<file path="config.mk">
export PLATFORM = sky130hd
export DESIGN_NAME = restart_supervisor_backoff
export DESIGN_NICKNAME = d
export VERILOG_FILES = /design/src/rtl/rsb_pkg.sv /design/src/rtl/rsb_state_mem.sv /design/src/rtl/rsb_update.sv /design/src/rtl/restart_supervisor_backoff.sv
export SDC_FILE = /design/constraint.sdc
export NUM_CORES = 2
export LEC_CHECK = 0
export BUFFER_PORTS_ARGS = -buffer_cell sky130_fd_sc_hd__buf_4
export CAP_MARGIN = 20
export CORE_ASPECT_RATIO = 1.75
export CORE_UTILIZATION = 40
export CTS_CLUSTER_DIAMETER = 100
export DETAILED_ROUTE_END_ITERATION = 10
export MAX_ROUTING_LAYER = met4
export PLACE_DENSITY = 0.53
export SKIP_CTS_REPAIR_TIMING = 1
export SLEW_MARGIN = 10
export SYNTH_ARGS = -nofsm -noshare
export SYNTH_HDL_FRONTEND = slang
export SYNTH_SLANG_ARGS = --single-unit
</file>
<file path="constraint.sdc">
create_clock -name clk_i -period 9.8 [get_ports clk_i]
set_clock_uncertainty 0.2 [all_clocks]
set_input_delay 0.49 -clock clk_i [delete_from_list [all_inputs] [get_ports clk_i]]
set_output_delay 0.49 -clock clk_i [all_outputs]
set_load 0.02 [all_outputs]
</file>
<file path="src/rtl/rsb_pkg.sv">
// types, codes and backoff tables shared by the restart supervisor modules
package rsb_pkg;

  // event codes
  localparam logic [2:0] OpFailure     = 3'd0;
  localparam logic [2:0] OpSuccess     = 3'd1;
  localparam logic [2:0] OpTimeout     = 3'd2;
  localparam logic [2:0] OpUnavailable = 3'd3;
  localparam logic [2:0] OpReset       = 3'd4;

  // role status codes
  localparam logic [1:0] StatusReady    = 2'd0;
  localparam logic [1:0] StatusDegraded = 2'd1;
  localparam logic [1:0] StatusGivingUp = 2'd2;

  // configuration register indexes
  localparam logic RegThreshold = 1'b0;
  localparam logic RegBudget    = 1'b1;

  // register reset values
  localparam logic [7:0] ThresholdReset = 8'd3;
  localparam logic [7:0] BudgetReset    = 8'd5;

  localparam int unsigned JitW = 13;

  typedef struct packed {
    logic [2:0]  op;
    logic [3:0]  role_index;
    logic [31:0] random_draw;
  } in_t;

  typedef struct packed {
    logic        restart_requested;
    logic        abandoned;
    logic [7:0]  failure_count;
    logic [7:0]  attempt_count;
    logic [15:0] backoff_ms;
    logic [1:0]  role_status;
  } out_t;

  // one role's restart record
  typedef struct packed {
    logic [7:0]  failures;
    logic [7:0]  attempts;
    logic [15:0] delay;
    logic        gave_up;
    logic        ready_flag;
  } rec_t;

  localparam rec_t RecReset = '{
    failures: 8'd0, attempts: 8'd0, delay: 16'd0, gave_up: 1'b0, ready_flag: 1'b1
  };

  // stage enables from the sequencer to the update unit
  typedef struct packed {
    logic calc_en;
    logic mul_en;
  } ctl_t;

  typedef enum logic [1:0] {
    StIdle,
    StRead,
    StMul,
    StDone
  } state_e;

  // backoff base for a clamped exponent, capped at 30000
  function automatic logic [15:0] base_ms(logic [2:0] e);
    logic [15:0] b;
    case (e)
      3'd0:    b = 16'd250;
      3'd1:    b = 16'd500;
      3'd2:    b = 16'd1000;
      3'd3:    b = 16'd2000;
      3'd4:    b = 16'd4000;
      3'd5:    b = 16'd8000;
      3'd6:    b = 16'd16000;
      default: b = 16'd30000;
    endcase
    return b;
  endfunction

  // jitter span: base / 5 plus one
  function automatic logic [JitW-1:0] span(logic [2:0] e);
    logic [JitW-1:0] s;
    case (e)
      3'd0:    s = 13'd51;
      3'd1:    s = 13'd101;
      3'd2:    s = 13'd201;
      3'd3:    s = 13'd401;
      3'd4:    s = 13'd801;
      3'd5:    s = 13'd1601;
      3'd6:    s = 13'd3201;
      default: s = 13'd6001;
    endcase
    return s;
  endfunction

endpackage

</file>
<file path="src/rtl/rsb_state_mem.sv">
// per-role record memory with valid bits standing in for the reset values
module rsb_state_mem #(
  parameter int unsigned NUM_ROLES = 16,
  parameter int unsigned IdxW      = 4
) (
  input  logic                clk_i,
  input  logic                rst_ni,
  input  logic                rd_en_i,
  input  logic [IdxW-1:0]     rd_idx_i,
  output rsb_pkg::rec_t       rd_rec_o,
  input  logic                wr_en_i,
  input  logic [IdxW-1:0]     wr_idx_i,
  input  rsb_pkg::rec_t       wr_rec_i
);

  rsb_pkg::rec_t          mem_q [NUM_ROLES];
  logic [NUM_ROLES-1:0]   vld_q;
  rsb_pkg::rec_t          rdata_q;
  logic                   rvld_q;

  // storage array, no reset
  always_ff @(posedge clk_i) begin
    if (wr_en_i) begin
      mem_q[wr_idx_i] <= wr_rec_i;
    end
    if (rd_en_i) begin
      rdata_q <= mem_q[rd_idx_i];
    end
  end

  // valid bits, cleared by reset
  always_ff @(posedge clk_i or negedge rst_ni) begin
    if (!rst_ni) begin
      vld_q  <= '0;
      rvld_q <= 1'b0;
    end else begin
      if (wr_en_i) begin
        vld_q[wr_idx_i] <= 1'b1;
      end
      if (rd_en_i) begin
        rvld_q <= vld_q[rd_idx_i];
      end
    end
  end

  // never-written entries read as the reset record
  assign rd_rec_o = rvld_q ? rdata_q : rsb_pkg::RecReset;

endmodule

</file>
<file path="src/rtl/rsb_update.sv">
// event decision and jittered backoff unit: decide stage, then multiply stage
module rsb_update (
  input  logic          clk_i,
  input  rsb_pkg::ctl_t ctl_i,
  input  logic [2:0]    op_i,
  input  logic [31:0]   draw_i,
  input  rsb_pkg::rec_t rec_i,
  input  logic [7:0]    threshold_i,
  input  logic [7:0]    budget_i,
  output rsb_pkg::rec_t rec_o,
  output logic          req_o,
  output logic          gu_o
);

  rsb_pkg::rec_t                  nrec;
  logic                           nreq;
  logic                           ngu;
  logic                           njit;
  logic [7:0]                     fcnt;
  logic [7:0]                     expo;
  logic [2:0]                     ecode;

  rsb_pkg::rec_t                  rec_q;
  logic                           req_q;
  logic                           gu_q;
  logic                           jit_en_q;
  logic [15:0]                    base_q;
  logic [rsb_pkg::JitW-1:0]       span_q;
  logic [31:0]                    draw_q;
  logic [rsb_pkg::JitW-1:0]       jit_q;
  logic [31+rsb_pkg::JitW:0]      prod;

  // event decision on the fetched record
  always_comb begin
    nrec = rec_i;
    nreq = 1'b0;
    ngu  = 1'b0;
    njit = 1'b0;
    fcnt = (rec_i.failures == 8'hff) ? 8'hff : rec_i.failures + 8'd1;
    case (op_i)
      rsb_pkg::OpFailure: begin
        nrec.failures   = fcnt;
        nrec.ready_flag = 1'b0;
        if (fcnt >= threshold_i) begin
          if (rec_i.attempts >= budget_i) begin
            nrec.gave_up = 1'b1;
            ngu          = 1'b1;
          end else begin
            nrec.attempts = rec_i.attempts + 8'd1;
            nreq          = 1'b1;
            njit          = 1'b1;
          end
        end
      end
      rsb_pkg::OpSuccess: begin
        nrec.failures   = 8'd0;
        nrec.gave_up    = 1'b0;
        nrec.ready_flag = 1'b1;
      end
      rsb_pkg::OpTimeout: begin
        nrec.failures   = 8'd0;
        nrec.ready_flag = 1'b1;
      end
      rsb_pkg::OpUnavailable: begin
        nrec.ready_flag = 1'b0;
      end
      rsb_pkg::OpReset: begin
        nrec.failures   = 8'd0;
        nrec.delay      = 16'd0;
        nrec.gave_up    = 1'b0;
        nrec.ready_flag = 1'b1;
      end
      default: begin
        nrec = rec_i;
      end
    endcase
    if (op_i != rsb_pkg::OpFailure) begin
      ngu = nrec.gave_up;
    end
  end

  // clamped backoff exponent: attempts after the increment, minus one
  assign expo  = rec_i.attempts;
  assign ecode = (expo >= 8'd7) ? 3'd7 : expo[2:0];

  // decide stage registers
  always_ff @(posedge clk_i) begin
    if (ctl_i.calc_en) begin
      rec_q    <= nrec;
      req_q    <= nreq;
      gu_q     <= ngu;
      jit_en_q <= njit;
      base_q   <= rsb_pkg::base_ms(ecode);
      span_q   <= rsb_pkg::span(ecode);
      draw_q   <= draw_i;
    end
  end

  // multiply-shift jitter
  assign prod = (32 + rsb_pkg::JitW)'(draw_q) * (32 + rsb_pkg::JitW)'(span_q);

  always_ff @(posedge clk_i) begin
    if (ctl_i.mul_en) begin
      jit_q <= prod[31+rsb_pkg::JitW:32];
    end
  end

  // final record
  always_comb begin
    rec_o = rec_q;
    if (jit_en_q) begin
      rec_o.delay = base_q + 16'(jit_q);
    end
  end

  assign req_o = req_q;
  assign gu_o  = gu_q;

endmodule

</file>
<file path="src/rtl/restart_supervisor_backoff.sv">
// restart supervisor top level: config registers, sequencer, result register
//
//  channel  | direction | handshake             | payload
//  ---------+-----------+-----------------------+---------------------
//  in       | in        | in_valid_i/in_ready_o | rsb_pkg::in_t
//  out      | out       | out_valid_o/out_ready_i | rsb_pkg::out_t
//  config   | in        | APB psel/penable      | threshold, budget
//
// one event at a time: accept and record fetch, decide, jitter multiply, write
// back; the sequenced record read-modify-write takes no new event before write back.
// the result is loaded into the output register at write back.
// reset marks every role record as unwritten; the first read returns the
// reset record, so no clearing pass is needed.
// a stalled result holds the write-back stage; a new request is taken while
// an earlier result still waits on the output.
module restart_supervisor_backoff #(
  parameter int unsigned NUM_ROLES = 16
) (
  input  logic          clk_i,
  input  logic          rst_ni,
  input  logic          in_valid_i,
  output logic          in_ready_o,
  input  rsb_pkg::in_t  in_data_i,
  output logic          out_valid_o,
  input  logic          out_ready_i,
  output rsb_pkg::out_t out_data_o,
  input  logic          psel,
  input  logic          penable,
  input  logic          pwrite,
  input  logic [2:0]    paddr,
  input  logic [31:0]   pwdata,
  output logic [31:0]   prdata,
  output logic          pready
);

  localparam int unsigned IdxW = (NUM_ROLES > 1) ? $clog2(NUM_ROLES) : 1;

  rsb_pkg::state_e state_q, state_d;
  logic [7:0]      threshold_q;
  logic [7:0]      budget_q;
  rsb_pkg::in_t    in_q;
  logic            oor_q;
  logic            out_valid_q;
  rsb_pkg::out_t   out_q;

  logic            accept;
  logic            slot_free;
  logic            finish;
  rsb_pkg::ctl_t   ctl;
  logic            in_oor;
  rsb_pkg::rec_t   rd_rec;
  rsb_pkg::rec_t   new_rec;
  logic            upd_req;
  logic            upd_gu;
  logic            cfg_wr;
  rsb_pkg::out_t   res;

  // configuration registers
  assign pready = 1'b1;
  assign cfg_wr = psel && penable && pwrite;

  always_ff @(posedge clk_i or negedge rst_ni) begin
    if (!rst_ni) begin
      threshold_q <= rsb_pkg::ThresholdReset;
      budget_q    <= rsb_pkg::BudgetReset;
    end else if (cfg_wr) begin
      case (paddr[2])
        rsb_pkg::RegThreshold: threshold_q <= pwdata[7:0];
        rsb_pkg::RegBudget:    budget_q    <= pwdata[7:0];
        default:               threshold_q <= threshold_q;
      endcase
    end
  end

  always_comb begin
    case (paddr[2])
      rsb_pkg::RegThreshold: prdata = {24'd0, threshold_q};
      rsb_pkg::RegBudget:    prdata = {24'd0, budget_q};
      default:               prdata = 32'd0;
    endcase
  end

  // next state
  always_comb begin
    state_d = state_q;
    case (state_q)
      rsb_pkg::StIdle: if (in_valid_i) state_d = rsb_pkg::StRead;
      rsb_pkg::StRead: state_d = rsb_pkg::StMul;
      rsb_pkg::StMul:  state_d = rsb_pkg::StDone;
      rsb_pkg::StDone: if (slot_free) state_d = rsb_pkg::StIdle;
      default:         state_d = rsb_pkg::StIdle;
    endcase
  end

  // sequencer outputs
  always_comb begin
    in_ready_o  = 1'b0;
    ctl.calc_en = 1'b0;
    ctl.mul_en  = 1'b0;
    finish      = 1'b0;
    case (state_q)
      rsb_pkg::StIdle: in_ready_o  = 1'b1;
      rsb_pkg::StRead: ctl.calc_en = 1'b1;
      rsb_pkg::StMul:  ctl.mul_en  = 1'b1;
      rsb_pkg::StDone: finish      = slot_free;
      default:         in_ready_o  = 1'b0;
    endcase
  end

  always_ff @(posedge clk_i or negedge rst_ni) begin
    if (!rst_ni) begin
      state_q <= rsb_pkg::StIdle;
    end else begin
      state_q <= state_d;
    end
  end

  assign accept    = in_valid_i && in_ready_o;
  assign slot_free = !out_valid_q || out_ready_i;
  assign in_oor    = {5'd0, in_data_i.role_index} >= 9'(NUM_ROLES);

  // request capture
  always_ff @(posedge clk_i) begin
    if (accept) begin
      in_q  <= in_data_i;
      oor_q <= in_oor;
    end
  end

  rsb_state_mem #(
    .NUM_ROLES (NUM_ROLES),
    .IdxW      (IdxW)
  ) u_mem (
    .clk_i    (clk_i),
    .rst_ni   (rst_ni),
    .rd_en_i  (accept),
    .rd_idx_i (IdxW'(in_data_i.role_index)),
    .rd_rec_o (rd_rec),
    .wr_en_i  (finish && !oor_q),
    .wr_idx_i (IdxW'(in_q.role_index)),
    .wr_rec_i (new_rec)
  );

  rsb_update u_update (
    .clk_i       (clk_i),
    .ctl_i       (ctl),
    .op_i        (in_q.op),
    .draw_i      (in_q.random_draw),
    .rec_i       (rd_rec),
    .threshold_i (threshold_q),
    .budget_i    (budget_q),
    .rec_o       (new_rec),
    .req_o       (upd_req),
    .gu_o        (upd_gu)
  );

  // result assembly; roles out of range report all zero
  always_comb begin
    res = '0;
    if (!oor_q) begin
      res.restart_requested = upd_req;
      res.abandoned         = upd_gu;
      res.failure_count     = new_rec.failures;
      res.attempt_count     = new_rec.attempts;
      res.backoff_ms        = new_rec.delay;
      if (new_rec.gave_up) begin
        res.role_status = rsb_pkg::StatusGivingUp;
      end else if (new_rec.ready_flag) begin
        res.role_status = rsb_pkg::StatusReady;
      end else begin
        res.role_status = rsb_pkg::StatusDegraded;
      end
    end
  end

  // output register
  always_ff @(posedge clk_i or negedge rst_ni) begin
    if (!rst_ni) begin
      out_valid_q <= 1'b0;
    end else if (finish) begin
      out_valid_q <= 1'b1;
    end else if (out_ready_i) begin
      out_valid_q <= 1'b0;
    end
  end

  always_ff @(posedge clk_i) begin
    if (finish) begin
      out_q <= res;
    end
  end

  assign out_valid_o = out_valid_q;
  assign out_data_o  = out_q;

endmodule
</file>
==> results.ini <==
[run_status]
status=complete, no violations

[worst_setup_path]
worstPathArrival_ns=7.26
r2r_start=u_update.span_q[2]$_DFFE_PN_
critPathTopFamily=adder cells
critPathLaunch=u_update.span_q[2]$_DFFE_PN_
path_buf_inv=6
reg2reg_to=u_update.jit_q[4]$_DFFE_PP_
crit_path_max_incr_delay_ns=0.80
end_kind=register
start_kind=register
crit_chain=buf_4 -> inv_1 -> nor2_1 -> fa_1 -> inv_1 -> fa_1 -> inv_1 -> fa_1 -> fa_1 -> inv_1 -> fa_1 -> inv_1 -> ha_1 -> o21ai_0 -> a211oi_1 -> o311ai_0 -> a31oi_1 -> o311ai_2 -> nand2b_1 -> xor2_1
required_ns=9.99
slowest_stage=inv_1
path_class=register to register
worstRegToRegCells=20
path_max_fanout=24
rrSetupSlack_ns=2.72

[synth]
synth_area_leaders=edfxtp_1 (53%), fa_1 (15%), mux4_2 (9.2%), inv_1 (3.8%), ha_1 (3.5%)
yosysWarnings=0
async_reset_ff_share_pct=4.55
synth_xor_area_share_pct=0.735
synth_area_leader_cell=edfxtp_1
synth_top_flop_cell=edfxtp_1
synth-edff-count=756
syn_area_per_cell_um2=15.0
synth_compound_area_share_pct=2.63
seq_area_frac_synth_pct=55.0
synth-simple-area-share_pct=7.16
netlist-cell-type-count=70
synthMuxAreaShare_pct=10.0
syn-cell-area_mm2=0.0429
synth_top_family_by_area=adder cells
synthCells=2861
ys_seq_elements=792
yosysTopAreaCellShare_pct=52.9
synth_fa_ha_area_share_pct=18.9

[global_routing]
grtUsageTotal_pct=21.5
antenna_found_initial=2
grtUsageMet3_pct=2.22
grt_max_degree=78
use_met2_pct=40.7
use_met1_pct=22.2
gr-total-overflow=0
busiest_layer=met2
grt_pass1_vias=26000
grt_pass1_wl_um=165000

[clock_tree]
numCtsBuffers=75
clk_path_buf_depth=3
clk_latency_ns=0.66
clock_sinks=792
cts_tree=yes
root_buffer=clkbuf_16
htreeDepth=3
clkTransAtPathRegs_ns=0.06

[hold_path]
hold_path.class=primary input to register
hold_end=state_q[1]$_DFFE_PN0P_
hold_path_startpoint=in_valid_i
whs_path_depth=5

[sta]
fmax_mhz=141
finalCritPeriodShare_pct=72.2
worstMarginPinSlew_ns=1.12
setup_viol=0
relSlewSlack_pct=25.6
rsz0062_at_grt=false
setup_tns_ns=0
finalCriticalPeriod_ns=7.08
hold_violations=0
drv_slew=0

[place]
gp_congestion=0.904
numPortBuffers=100
dpl.hpwl_um=74200

[floorplan]
die_h_um=435
core-area_mm2=0.106
dieWidth_um=250
fp.dieArea_mm2=0.109
num_rows=158
ios=152
start_util_pct=40.4

[routing]
vias_per_cell=5.29
antenna_left=0
drt_iter0_drc=1506
dr_total_vias=23400
drc=0
wirelength_um=110000
wire_per_inst_um=25.0
drt-pass1-iter-count=5

[finish]
num-nets-final=3531
drive_above_1_share_pct=17.1
syn2layout_area_growth_pct=12.1
fillCellCount=9311

[run]
cap_violations=0

[per-layer routing]
metal,part of all wire (%),vias up,wire length (um)
li1,-,10100,-
met1,35,12400,38400
met2,57,588,63100
met3,3.6,250,3970
met4,4.3,0,4770
met5,0,-,0
[worst reg2reg max path: cells and delay by family (launching register included)]
| kind | cells | cell delay (ns) |
|---|---|---|
| compound gates | 5 | 1.32 |
| xor+xnor | 1 | 0.44 |
| fa+ha+maj | 6 | 2.91 |
| buf+inv | 6 | 1.22 |
| flops | 1 | 0.35 |
| simple gates | 2 | 0.37 |
[metrics by stage]
step | instance area [um^2] | hold WS (ns) | setup slack (ns) | utilization [%] | std cells
3_3_place_gp | 45200 | 0.204 | 2.74 | 42.5 | 4236
6_report | 48100 | 0.107 | 2.72 | 45.3 | 4419
3_5_place_dp | 45200 | 0.207 | 2.75 | 42.6 | 4237
2_1_floorplan | 43000 | -0.00559 | 4.01 | - | 2884
5_1_grt | 48100 | 0.113 | 2.52 | 45.3 | 4419
4_1_cts | 47600 | -0.424 | 2.71 | 44.9 | 4371
[synth_stat cells (4+ instances only)]
cell,number
mux2_2,31
o22ai_1,5
fa_1,330
or2_2,18
and2_1,179
buf_4,34
nand2b_1,10
o21ai_1,7
inv_1,429
nand3_1,22
or3_1,5
dfstp_2,4
nor2_1,81
a31oi_1,9
ha_1,120
clkbuf_1,93
o211ai_1,7
buf_6,5
nor3_1,16
xnor2_1,20
dfrtp_1,32
a21oi_1,43
nand4_1,14
and3_1,7
a22o_1,5
o21ai_0,29
mux4_2,175
a21oi_2,6
a21o_1,19
xor2_1,16
o21bai_1,4
edfxtp_1,756
nand2_1,262
buf_1,8
buf_2,9
[registers in the layout, indices dropped and copies added (netlist names), 11 cells and up]
name and flops:
u_mem.mem_q 544, in_q 39, out_data_o 36, u_mem.rdata_q 34
u_update.draw_q 32, u_update.rec_o 18, u_mem.vld_q 16, u_update.rec_q 16
u_update.jit_q 13, u_update.base_q 11, u_update.span_q 11
[kinds of logic (layout without fill, tap and decap cells)]
| family | after synthesis | count (layout) |
|---|---|---|
| other cells | 2 | 27 |
| mux | 208 | 208 |
| fa+ha+maj | 450 | 450 |
| xor+xnor | 36 | 36 |
| flops | 792 | 792 |
| buf+inv | 579 | 752 |
| compound gates | 165 | 165 |
| simple gates | 629 | 629 |
[placed cells by master, fill, tap and decap left out, types with 5 or more instances in the layout]
master / Yosys / final
edfxtp_1: 756 / 756
inv_1: 429 / 428
fa_1: 330 / 330
nand2_1: 262 / 262
and2_1: 179 / 178
mux4_2: 175 / 175
buf_4: 34 / 139
ha_1: 120 / 119
clkbuf_16: 0 / 77
nor2_1: 81 / 69
dlygate4sd3_1: 0 / 45
a21oi_1: 43 / 43
dfrtp_1: 32 / 32
mux2_2: 31 / 31
o21ai_0: 29 / 29
conb_1: 2 / 25
nand3_1: 22 / 22
xnor2_1: 20 / 20
a21o_1: 19 / 19
or2_2: 18 / 18
xor2_1: 16 / 16
nand4_1: 14 / 14
clkbuf_1: 93 / 14
nor3_1: 16 / 12
nor2_4: 0 / 12
clkinv_1: 0 / 11
clkinv_2: 0 / 11
nand2b_1: 10 / 10
a31oi_1: 9 / 9
and3_1: 7 / 7
o211ai_1: 7 / 7
o21ai_1: 7 / 7
bufinv_16: 0 / 7
a21oi_2: 6 / 6
clkinvlp_4: 0 / 6
or3_1: 5 / 5
a22o_1: 5 / 5
[how the worst max path moves through the flow]
| stage | endpoint | depth (start not counted) |
|---|---|---|
| floorplan | u_update.jit_q[8]$_DFFE_PP_ | 22 |
| global placement | u_update.jit_q[4]$_DFFE_PP_ | 20 |
| detailed placement | u_update.jit_q[4]$_DFFE_PP_ | 20 |
| CTS | u_update.jit_q[4]$_DFFE_PP_ | 20 |
| global route | u_update.jit_q[4]$_DFFE_PP_ | 20 |
| finish | u_update.jit_q[4]$_DFFE_PP_ | 20 |
[layout make-up]
type	count	area, um^2	area share, %
repair buffers	188	1540	3.21
inverters	430	1620	3.37
multi-input cells	1513	17200	35.7
clock buffers	93	2010	4.17
flip-flops and latches	792	23600	49.1
diodes	2	5.00	0.0104
clock inverters	41	459	0.954
well taps	1360	1700	3.54
Power is not shown: default switching activity piles up to over one toggle a cycle in this logic, so the estimate is an artifact.
